`src/sv/morse_key_decoder_assert.svh`:
```
// Assertion macros for the Morse key decoder.
// Expects signals clk and arst_n in the scope of use.
`ifndef MORSE_KEY_DECODER_ASSERT_SVH
`define MORSE_KEY_DECODER_ASSERT_SVH

// Same-cycle implication, disabled during reset
`define MKD_ASSERT_IMPL(label, ante, cons) \
	label: assert property (@(posedge clk) disable iff (!arst_n) (ante) |-> (cons)) \
		else $error("morse_key_decoder: same-cycle check failed");

// Next-cycle implication, disabled during reset
`define MKD_ASSERT_NEXT(label, ante, cons) \
	label: assert property (@(posedge clk) disable iff (!arst_n) (ante) |=> (cons)) \
		else $error("morse_key_decoder: next-cycle check failed");

`endif

```
`src/sv/mkd_pkg.sv`:
```
// Shared types and constants for the Morse key decoder.
// No dependencies; used by mkd_rom, mkd_core and morse_key_decoder.
`timescale 1ns / 1ps
`default_nettype none

package mkd_pkg;

	// Width of the press and silence tick counters
	localparam int COUNT_WIDTH = 8;

	typedef logic [COUNT_WIDTH-1:0] cnt_t;

	localparam cnt_t CNT_MAX = '1;

	// Element buffer limits
	localparam logic [2:0] MAX_ELEMENTS = 3'd5;

	// Output characters that are not letters or digits
	localparam logic [6:0] CHAR_SPACE   = 7'h20;
	localparam logic [6:0] CHAR_UNKNOWN = 7'h3F;

	// Configuration register indexes
	typedef enum logic [2:0] {
		REG_MIN_PRESS  = 3'd0,
		REG_DIT_MAX    = 3'd1,
		REG_LETTER_GAP = 3'd2,
		REG_SPACE_GAP  = 3'd3
	} cfg_idx_t;

	// Timing thresholds as seen by the decoder core
	typedef struct packed {
		logic [7:0] min_press;
		logic [7:0] dit_max;
		logic [7:0] letter_gap;
		logic [7:0] space_gap;
	} cfg_t;

	// One result beat
	typedef struct packed {
		logic       led;
		logic       char_valid;
		logic [6:0] char_code;
	} result_t;

endpackage

`default_nettype wire

```
`src/sv/mkd_rom.sv`:
```
// Pattern-to-ASCII lookup for letters and digits.
// Pattern is element count in bits 7..5 and elements (dash = 1) in bits 4..0.
// Depends on mkd_pkg.
`timescale 1ns / 1ps
`default_nettype none

module mkd_rom (
	input  wire logic [7:0] pattern,
	output logic      [6:0] ascii
);

	// Decode the pattern; anything unlisted is unknown
	always_comb begin
		case (pattern)
			8'h20: ascii = 7'h45; // E
			8'h30: ascii = 7'h54; // T
			8'h40: ascii = 7'h49; // I
			8'h48: ascii = 7'h41; // A
			8'h50: ascii = 7'h4E; // N
			8'h58: ascii = 7'h4D; // M
			8'h60: ascii = 7'h53; // S
			8'h64: ascii = 7'h55; // U
			8'h68: ascii = 7'h52; // R
			8'h6C: ascii = 7'h57; // W
			8'h70: ascii = 7'h44; // D
			8'h74: ascii = 7'h4B; // K
			8'h78: ascii = 7'h47; // G
			8'h7C: ascii = 7'h4F; // O
			8'h80: ascii = 7'h48; // H
			8'h82: ascii = 7'h56; // V
			8'h84: ascii = 7'h46; // F
			8'h88: ascii = 7'h4C; // L
			8'h8C: ascii = 7'h50; // P
			8'h8E: ascii = 7'h4A; // J
			8'h90: ascii = 7'h42; // B
			8'h92: ascii = 7'h58; // X
			8'h94: ascii = 7'h43; // C
			8'h96: ascii = 7'h59; // Y
			8'h98: ascii = 7'h5A; // Z
			8'h9A: ascii = 7'h51; // Q
			8'hA0: ascii = 7'h35; // 5
			8'hA1: ascii = 7'h34; // 4
			8'hA3: ascii = 7'h33; // 3
			8'hA7: ascii = 7'h32; // 2
			8'hAF: ascii = 7'h31; // 1
			8'hB0: ascii = 7'h36; // 6
			8'hB8: ascii = 7'h37; // 7
			8'hBC: ascii = 7'h38; // 8
			8'hBE: ascii = 7'h39; // 9
			8'hBF: ascii = 7'h30; // 0
			default: ascii = mkd_pkg::CHAR_UNKNOWN;
		endcase
	end

endmodule

`default_nettype wire

```
`src/sv/mkd_core.sv`:
```
// Decoder core: press and silence counters, element buffer and gap detection.
// Computes one result per accepted tick. Depends on mkd_pkg, mkd_rom and
// morse_key_decoder_assert.svh.
`timescale 1ns / 1ps
`default_nettype none

`include "morse_key_decoder_assert.svh"

module mkd_core (
	input  wire logic            clk,
	input  wire logic            arst_n,
	input  wire logic            accept,
	input  wire logic            key_down,
	input  wire mkd_pkg::cfg_t   cfg,
	output mkd_pkg::result_t     result
);

	mkd_pkg::cnt_t press_q, press_n;
	mkd_pkg::cnt_t silence_q, silence_n;
	logic [2:0]    elem_cnt_q, elem_cnt_n;
	logic [4:0]    elem_bits_q, elem_bits_n;
	logic          was_q, was_n;

	mkd_pkg::cnt_t dit_max_w, min_press_w, letter_gap_w, space_gap_w;
	mkd_pkg::cnt_t sil_base;
	logic [2:0]    cnt_take;
	logic [4:0]    bits_take;
	logic [6:0]    rom_ascii;

	assign dit_max_w    = mkd_pkg::cnt_t'(cfg.dit_max);
	assign min_press_w  = mkd_pkg::cnt_t'(cfg.min_press);
	assign letter_gap_w = mkd_pkg::cnt_t'(cfg.letter_gap);
	assign space_gap_w  = mkd_pkg::cnt_t'(cfg.space_gap);

	// Fold the press that just ended into the element buffer
	always_comb begin
		cnt_take  = elem_cnt_q;
		bits_take = elem_bits_q;
		sil_base  = silence_q;
		if (was_q) begin
			sil_base = '0;
			if (elem_cnt_q < mkd_pkg::MAX_ELEMENTS) begin
				if (press_q >= dit_max_w) begin
					bits_take = elem_bits_q | (5'b10000 >> elem_cnt_q);
					cnt_take  = elem_cnt_q + 3'd1;
				end else if (press_q > min_press_w) begin
					cnt_take = elem_cnt_q + 3'd1;
				end
			end
		end
	end

	mkd_rom u_rom (
		.pattern ({cnt_take, bits_take}),
		.ascii   (rom_ascii)
	);

	// Next state and result for this tick
	always_comb begin
		press_n     = press_q;
		silence_n   = silence_q;
		elem_cnt_n  = elem_cnt_q;
		elem_bits_n = elem_bits_q;
		was_n       = was_q;
		result      = '0;
		if (key_down) begin
			if (press_q != mkd_pkg::CNT_MAX) begin
				press_n = press_q + mkd_pkg::cnt_t'(1);
			end
			was_n      = 1'b1;
			result.led = (press_n >= dit_max_w);
		end else begin
			press_n     = '0;
			was_n       = 1'b0;
			elem_cnt_n  = cnt_take;
			elem_bits_n = bits_take;
			silence_n   = sil_base;
			if (sil_base != mkd_pkg::CNT_MAX) begin
				silence_n = sil_base + mkd_pkg::cnt_t'(1);
				if (silence_n == letter_gap_w && cnt_take != 3'd0) begin
					result.char_valid = 1'b1;
					result.char_code  = rom_ascii;
					elem_cnt_n        = '0;
					elem_bits_n       = '0;
				end else if (silence_n == space_gap_w) begin
					result.char_valid = 1'b1;
					result.char_code  = mkd_pkg::CHAR_SPACE;
				end
			end
		end
	end

	// Advance state on each accepted tick
	always_ff @(posedge clk or negedge arst_n) begin
		if (!arst_n) begin
			press_q     <= '0;
			silence_q   <= mkd_pkg::CNT_MAX;
			elem_cnt_q  <= '0;
			elem_bits_q <= '0;
			was_q       <= 1'b0;
		end else if (accept) begin
			press_q     <= press_n;
			silence_q   <= silence_n;
			elem_cnt_q  <= elem_cnt_n;
			elem_bits_q <= elem_bits_n;
			was_q       <= was_n;
		end
	end

	// Buffer never holds more than five elements
	`MKD_ASSERT_IMPL(a_elem_cnt_range, 1'b1, elem_cnt_q <= mkd_pkg::MAX_ELEMENTS)
	// A counted press always has its pressed flag set
	`MKD_ASSERT_IMPL(a_press_flag, press_q != '0, was_q)
	// The dash lamp only lights while the key is down
	`MKD_ASSERT_IMPL(a_led_key, accept && result.led, key_down)
	// A decoded letter empties the element buffer
	`MKD_ASSERT_NEXT(a_letter_clears,
		accept && result.char_valid && result.char_code != mkd_pkg::CHAR_SPACE,
		elem_cnt_q == 3'd0 && elem_bits_q == 5'd0)

endmodule

`default_nettype wire

```
`src/sv/morse_key_decoder.sv`:
```
// Morse straight-key decoder: one input beat per key sample tick, one result
// beat per input beat. The decode for a tick is combinational from the
// counter state, and the result sits in one output register, so a new tick is
// taken every clock as long as the output side drains.
// The result carries the dash lamp, and a character strobe with its ASCII code
// on the tick the silence counter reaches letter_gap (letter, '?' if unknown) or
// space_gap (space). Thresholds must be written through the configuration port
// only while no tick is in flight; the block does not enforce this. Indexes
// 0..3 select min_press, dit_max, letter_gap, space_gap; others are dropped.
// letter_gap must stay below space_gap. Depends on mkd_pkg and mkd_core.
`timescale 1ns / 1ps
`default_nettype none

module morse_key_decoder (
	input  wire logic       clk,
	input  wire logic       arst_n,
	// key sample channel
	input  wire logic       in_valid,
	output logic            in_stall,
	input  wire logic       key_down,
	// result channel
	output logic            out_valid,
	input  wire logic       out_stall,
	output logic            led,
	output logic            char_valid,
	output logic [6:0]      char_code,
	// configuration write channel
	input  wire logic       cfg_valid,
	output logic            cfg_ready,
	input  wire logic [2:0] cfg_index,
	input  wire logic [7:0] cfg_data
);

	mkd_pkg::cfg_t    cfg_q;
	mkd_pkg::result_t res_comb;
	mkd_pkg::result_t res_q;
	logic             out_valid_q;
	logic             in_accept;

	// Take a beat unless a held result is blocked
	assign in_stall  = out_valid_q && out_stall;
	assign in_accept = in_valid && !in_stall;
	assign cfg_ready = 1'b1;

	// Hold the timing thresholds
	always_ff @(posedge clk or negedge arst_n) begin
		if (!arst_n) begin
			cfg_q.min_press  <= 8'd3;
			cfg_q.dit_max    <= 8'd20;
			cfg_q.letter_gap <= 8'd30;
			cfg_q.space_gap  <= 8'd70;
		end else if (cfg_valid && cfg_ready) begin
			case (cfg_index)
				mkd_pkg::REG_MIN_PRESS:  cfg_q.min_press  <= cfg_data;
				mkd_pkg::REG_DIT_MAX:    cfg_q.dit_max    <= cfg_data;
				mkd_pkg::REG_LETTER_GAP: cfg_q.letter_gap <= cfg_data;
				mkd_pkg::REG_SPACE_GAP:  cfg_q.space_gap  <= cfg_data;
				default: ;
			endcase
		end
	end

	mkd_core u_core (
		.clk      (clk),
		.arst_n   (arst_n),
		.accept   (in_accept),
		.key_down (key_down),
		.cfg      (cfg_q),
		.result   (res_comb)
	);

	// Output register: load on accept, drop when drained
	always_ff @(posedge clk or negedge arst_n) begin
		if (!arst_n) begin
			out_valid_q <= 1'b0;
		end else if (in_accept) begin
			out_valid_q <= 1'b1;
		end else if (!out_stall) begin
			out_valid_q <= 1'b0;
		end
	end

	always_ff @(posedge clk) begin
		if (in_accept) begin
			res_q <= res_comb;
		end
	end

	assign out_valid  = out_valid_q;
	assign led        = res_q.led;
	assign char_valid = res_q.char_valid;
	assign char_code  = res_q.char_code;

endmodule

`default_nettype wire
```
`config.mk`:
```
export PLATFORM = sky130hd
export DESIGN_NAME = morse_key_decoder
export DESIGN_NICKNAME = d
export VERILOG_FILES = /design/src/sv/mkd_pkg.sv /design/src/sv/mkd_rom.sv /design/src/sv/mkd_core.sv /design/src/sv/morse_key_decoder.sv
export VERILOG_INCLUDE_DIRS = /design/src /design/src/sv
export SDC_FILE = /design/constraint.sdc
export NUM_CORES = 1
export LEC_CHECK = 0
export ABC_AREA = 1
export BUFFER_PORTS_ARGS = -buffer_cell sky130_fd_sc_hd__buf_2
export CAP_MARGIN = 20
export CORE_ASPECT_RATIO = 1.2
export CORE_MARGIN = 3
export CORE_UTILIZATION = 35
export CTS_CLUSTER_DIAMETER = 30
export DETAILED_ROUTE_END_ITERATION = 8
export GPL_ROUTABILITY_DRIVEN = 0
export SLEW_MARGIN = 10
export SYNTH_ARGS = -nofsm -noshare
export SYNTH_HDL_FRONTEND = slang
export SYNTH_HIERARCHICAL = 1
export SYNTH_SLANG_ARGS = --single-unit
```
`constraint.sdc`:
```
create_clock -name clk -period 3.2 [get_ports clk]
set_input_delay 0.64 -clock clk [delete_from_list [all_inputs] [get_ports clk]]
set_output_delay 0.64 -clock clk [all_outputs]
set_load 0.02 [all_outputs]
```
==> impl_results.md <==
- Worst r2r path cells: 22
- Cells after synthesis: 689
- Worst Path Arrival: roughly 3 ns
- Synth Cell Area: roughly 4900 sq um
- R2R setup slack: ~0.27 ns
- PortBufs: 27
- Pre-CTS WS: between 0.15 and 0.2 ns
- Via count: between 4000 and 5000
- Synth Register Bits: 67
- Cell Area, Placed: around 5200 sq um
- Final hold viol count: 0
- PD cells: roughly 630 nW/um^2
- Total iterations of the first detailed-routing run: 5
- TritonCTS clock tree: built
- Power Total: between 0.003 and 0.004 W
- Vias in the first global route: approximately 4200
- Grt total ovfl: 0
- Fmax: approximately 340 MHz
- CTS Buf Count: 9
- Most common cell on crit path: nand2_1
- Initial DRC count: around 210
- Die Width: 114 um
- Largest net degree at the start of global routing: 29
- CP Max Fanout: 8
- Setup TNS: 0 ns
- Synth Net Count: 737
- First-pass GRT wire length: between 20 and 25 mm
- DP HPWL: about 9 mm
- Min Clock Period, post-route: around 2.9 ns
- Post-CTS setup buffer count: 0
- Antenna-violating nets left: 0
- Synth warnings: 6
- Crit path kind: register to register
- Final Max Slew Viols: 0
- Aggregate routed wire length: ~12 mm
- Async S/R FF share, synth: 86.6%
- Finished Cell Area: between 5000 and 6000 sq um
- Final Setup Violations: 0
- Final-layout fill cell count: 1415
- Initial antenna violation count: 0
- LEAKAGE: 2.93 nW
- Die H: 136 um
- Footprint of the multi-input gates: about 2800 sq um
- Maximum VDD drop: ~0.00036 V
- Hold bufs inserted after CTS: 0
- # resized after CTS: 0
- CP Buf/Inv Count: 2
- Core Region: 13500 sq um
- Top FF cell, synth: dfrtp_1
- Root buf cell: clkbuf_16
- Clock H-tree levels: 3
- Max-cap viol count: 0
- Area grow syn2layout: 13.6%
- Routed length per instance: approximately 13 um
- Unique masters post-synth: between 40 and 50
- Clock buffer depth: 2
- GRT Total Usage: between 10% and 20%
- Crit path depth: 22
- DR DRC count: 0
- Vias/cell: roughly 4.8
- # rows: 46
- Ant diodes: 0
- CP Data Required Time: approximately 3.3 ns
- Post-synthesis sequential area ratio: between 30 and 40%
- Commonest non-fill, non-tap cell in the layout: nand2_1
- EDFF count, synth: 9
- Worst-Skew Late Latency: ~0.33 ns
- Layout cell share with drive strength beyond 1: roughly a fifth
- Clock sinks: 67
- Crit. End Element: register
- I/O pins: 29
- Crit-path cells: inv_1, ha_1, nand2_1, inv_1, nand2_1, nand2_1, a21oi_1, nand2_2, nand2_1, nand2_1, nand2_4, nand2_1, nor2_4, nand2_1, nand2_1, nor2_1, nand2_1, nor2_1, nand2_2, nand2_1, nand2_1, nor2_1
- Register area: approximately 1700 sq um
- Reg clk slew, reported paths: 0.06 ns
- Final Skew: roughly 0.008 ns
- CP top delay family: simple AND/OR/NAND/NOR gates
- Status: finished, final reports clean
- Mapped Avg Cell Area: just over 7 sq um
- Initial Util: about 36%
- Critical Path Max Stage Delay: ~0.53 ns
- CP Launch Type: register
- Worst hold path type: input pin to asynchronous set/reset pin
- Die ar.: 15500 sq um
- Final setup margin: approximately 0.27 ns
- Commonest cells after routing, fill and taps aside: 216 x nand2_1, 83 x inv_1, 73 x nor2_1
- Final Cycle Share: roughly nine tenths
- Slowest CP cell: dfstp_2
- Final-stage net count: just under 800
layer usage:
metal,routed length [um],global-route usage (%),vias up
met3,489,3.04,19
li1,-,-,2267
met4,205,5.08,0
met2,5490,26.5,98
met5,0,0,-
met1,5380,21.4,1939
logic make-up after synthesis:
| group | share of synthesized area [%] |
|---|---|
| buffers and inverters | 8.66 |
| DFF | 35.5 |
| adders and majority gates | 7.90 |
| xor gates and xnor gates | 3.21 |
| and+or+nand+nor | 37.9 |
| AOI/OAI and AO/OA | 6.73 |
| other | 0.0764 |
cells in the mapped netlist (2+ instances only):
cell	instances	area share [%]
buf_6	5	1.1
xnor2_1	7	1.2
nor3_1	3	0.31
nand3_1	44	4.5
xor2_1	11	2.0
nand2_2	12	1.5
nand3b_1	3	0.46
nand2_4	6	1.4
nand4_1	14	1.8
dfstp_2	19	10
o21ai_2	2	0.36
ha_1	31	7.9
nand3_2	3	0.61
o21ai_1	3	0.31
inv_1	83	6.3
a31oi_1	2	0.25
nor2_4	7	1.6
nor2_1	79	6.0
o22ai_1	4	0.51
a22oi_1	3	0.46
nand2_1	225	17
inv_2	10	0.76
o211ai_1	3	0.46
nor3_2	2	0.41
nor2_2	9	1.1
a21oi_1	13	1.3
o21ai_0	25	2.5
edfxtp_1	9	5.5
dfrtp_1	39	20
worst paths after layout:
check | to | start
worst max-delay path | char_code[2]$_DFFE_PP_ | cfg_q[18]$_DFFE_PN1P_
worst min-delay path | cfg_q[16]$_DFFE_PN0P_ | arst_n
worst max register to register | char_code[2]$_DFFE_PP_ | cfg_q[18]$_DFFE_PN1P_
worst min register to register | cfg_q[18]$_DFFE_PN1P_ | cfg_q[18]$_DFFE_PN1P_
max in group asynchronous | u_core/silence_q[3]$_DFFE_PN1P_ | arst_n
min in group clk | cfg_q[18]$_DFFE_PN1P_ | cfg_q[18]$_DFFE_PN1P_
flip-flops by register name, indices dropped and copies added (netlist names):
name	flops
u_core/elem_bits_q	5
u_core/press_q	8
char_code	7
u_core/was_q	1
led	1
u_core/elem_cnt_q	3
out_valid	1
cfg_q	32
char_valid	1
u_core/silence_q	8
area by class of cell:
cell class,count,area share (%)
flip-flops and latches,67,31.3
multi-input cells,520,50.4
well taps,168,3.77
clock inverters,6,0.897
inverters,94,6.32
clock buffers,10,4.10
repair buffers,33,3.23
stage by stage:
| step | instances | hold WS (ns) | util (%) |
|---|---|---|---|
| detailed placement | 882 | 0.452 | 38.8 |
| global placement | 882 | 0.453 | 38.8 |
| CTS | 898 | 0.256 | 40.9 |
| global route | 898 | 0.280 | 41.4 |
| floorplan | 689 | 0.344 | - |
| finish | 898 | 0.246 | 41.4 |
report_power, final:
group	internal (W)	total (W)	switching (W)
logic	0.000460	0.00141	0.000949
clock network	0.000532	0.000920	0.000388
registers	0.00108	0.00121	0.000128
No activity file was read; power rests on OpenSTA's default activity.
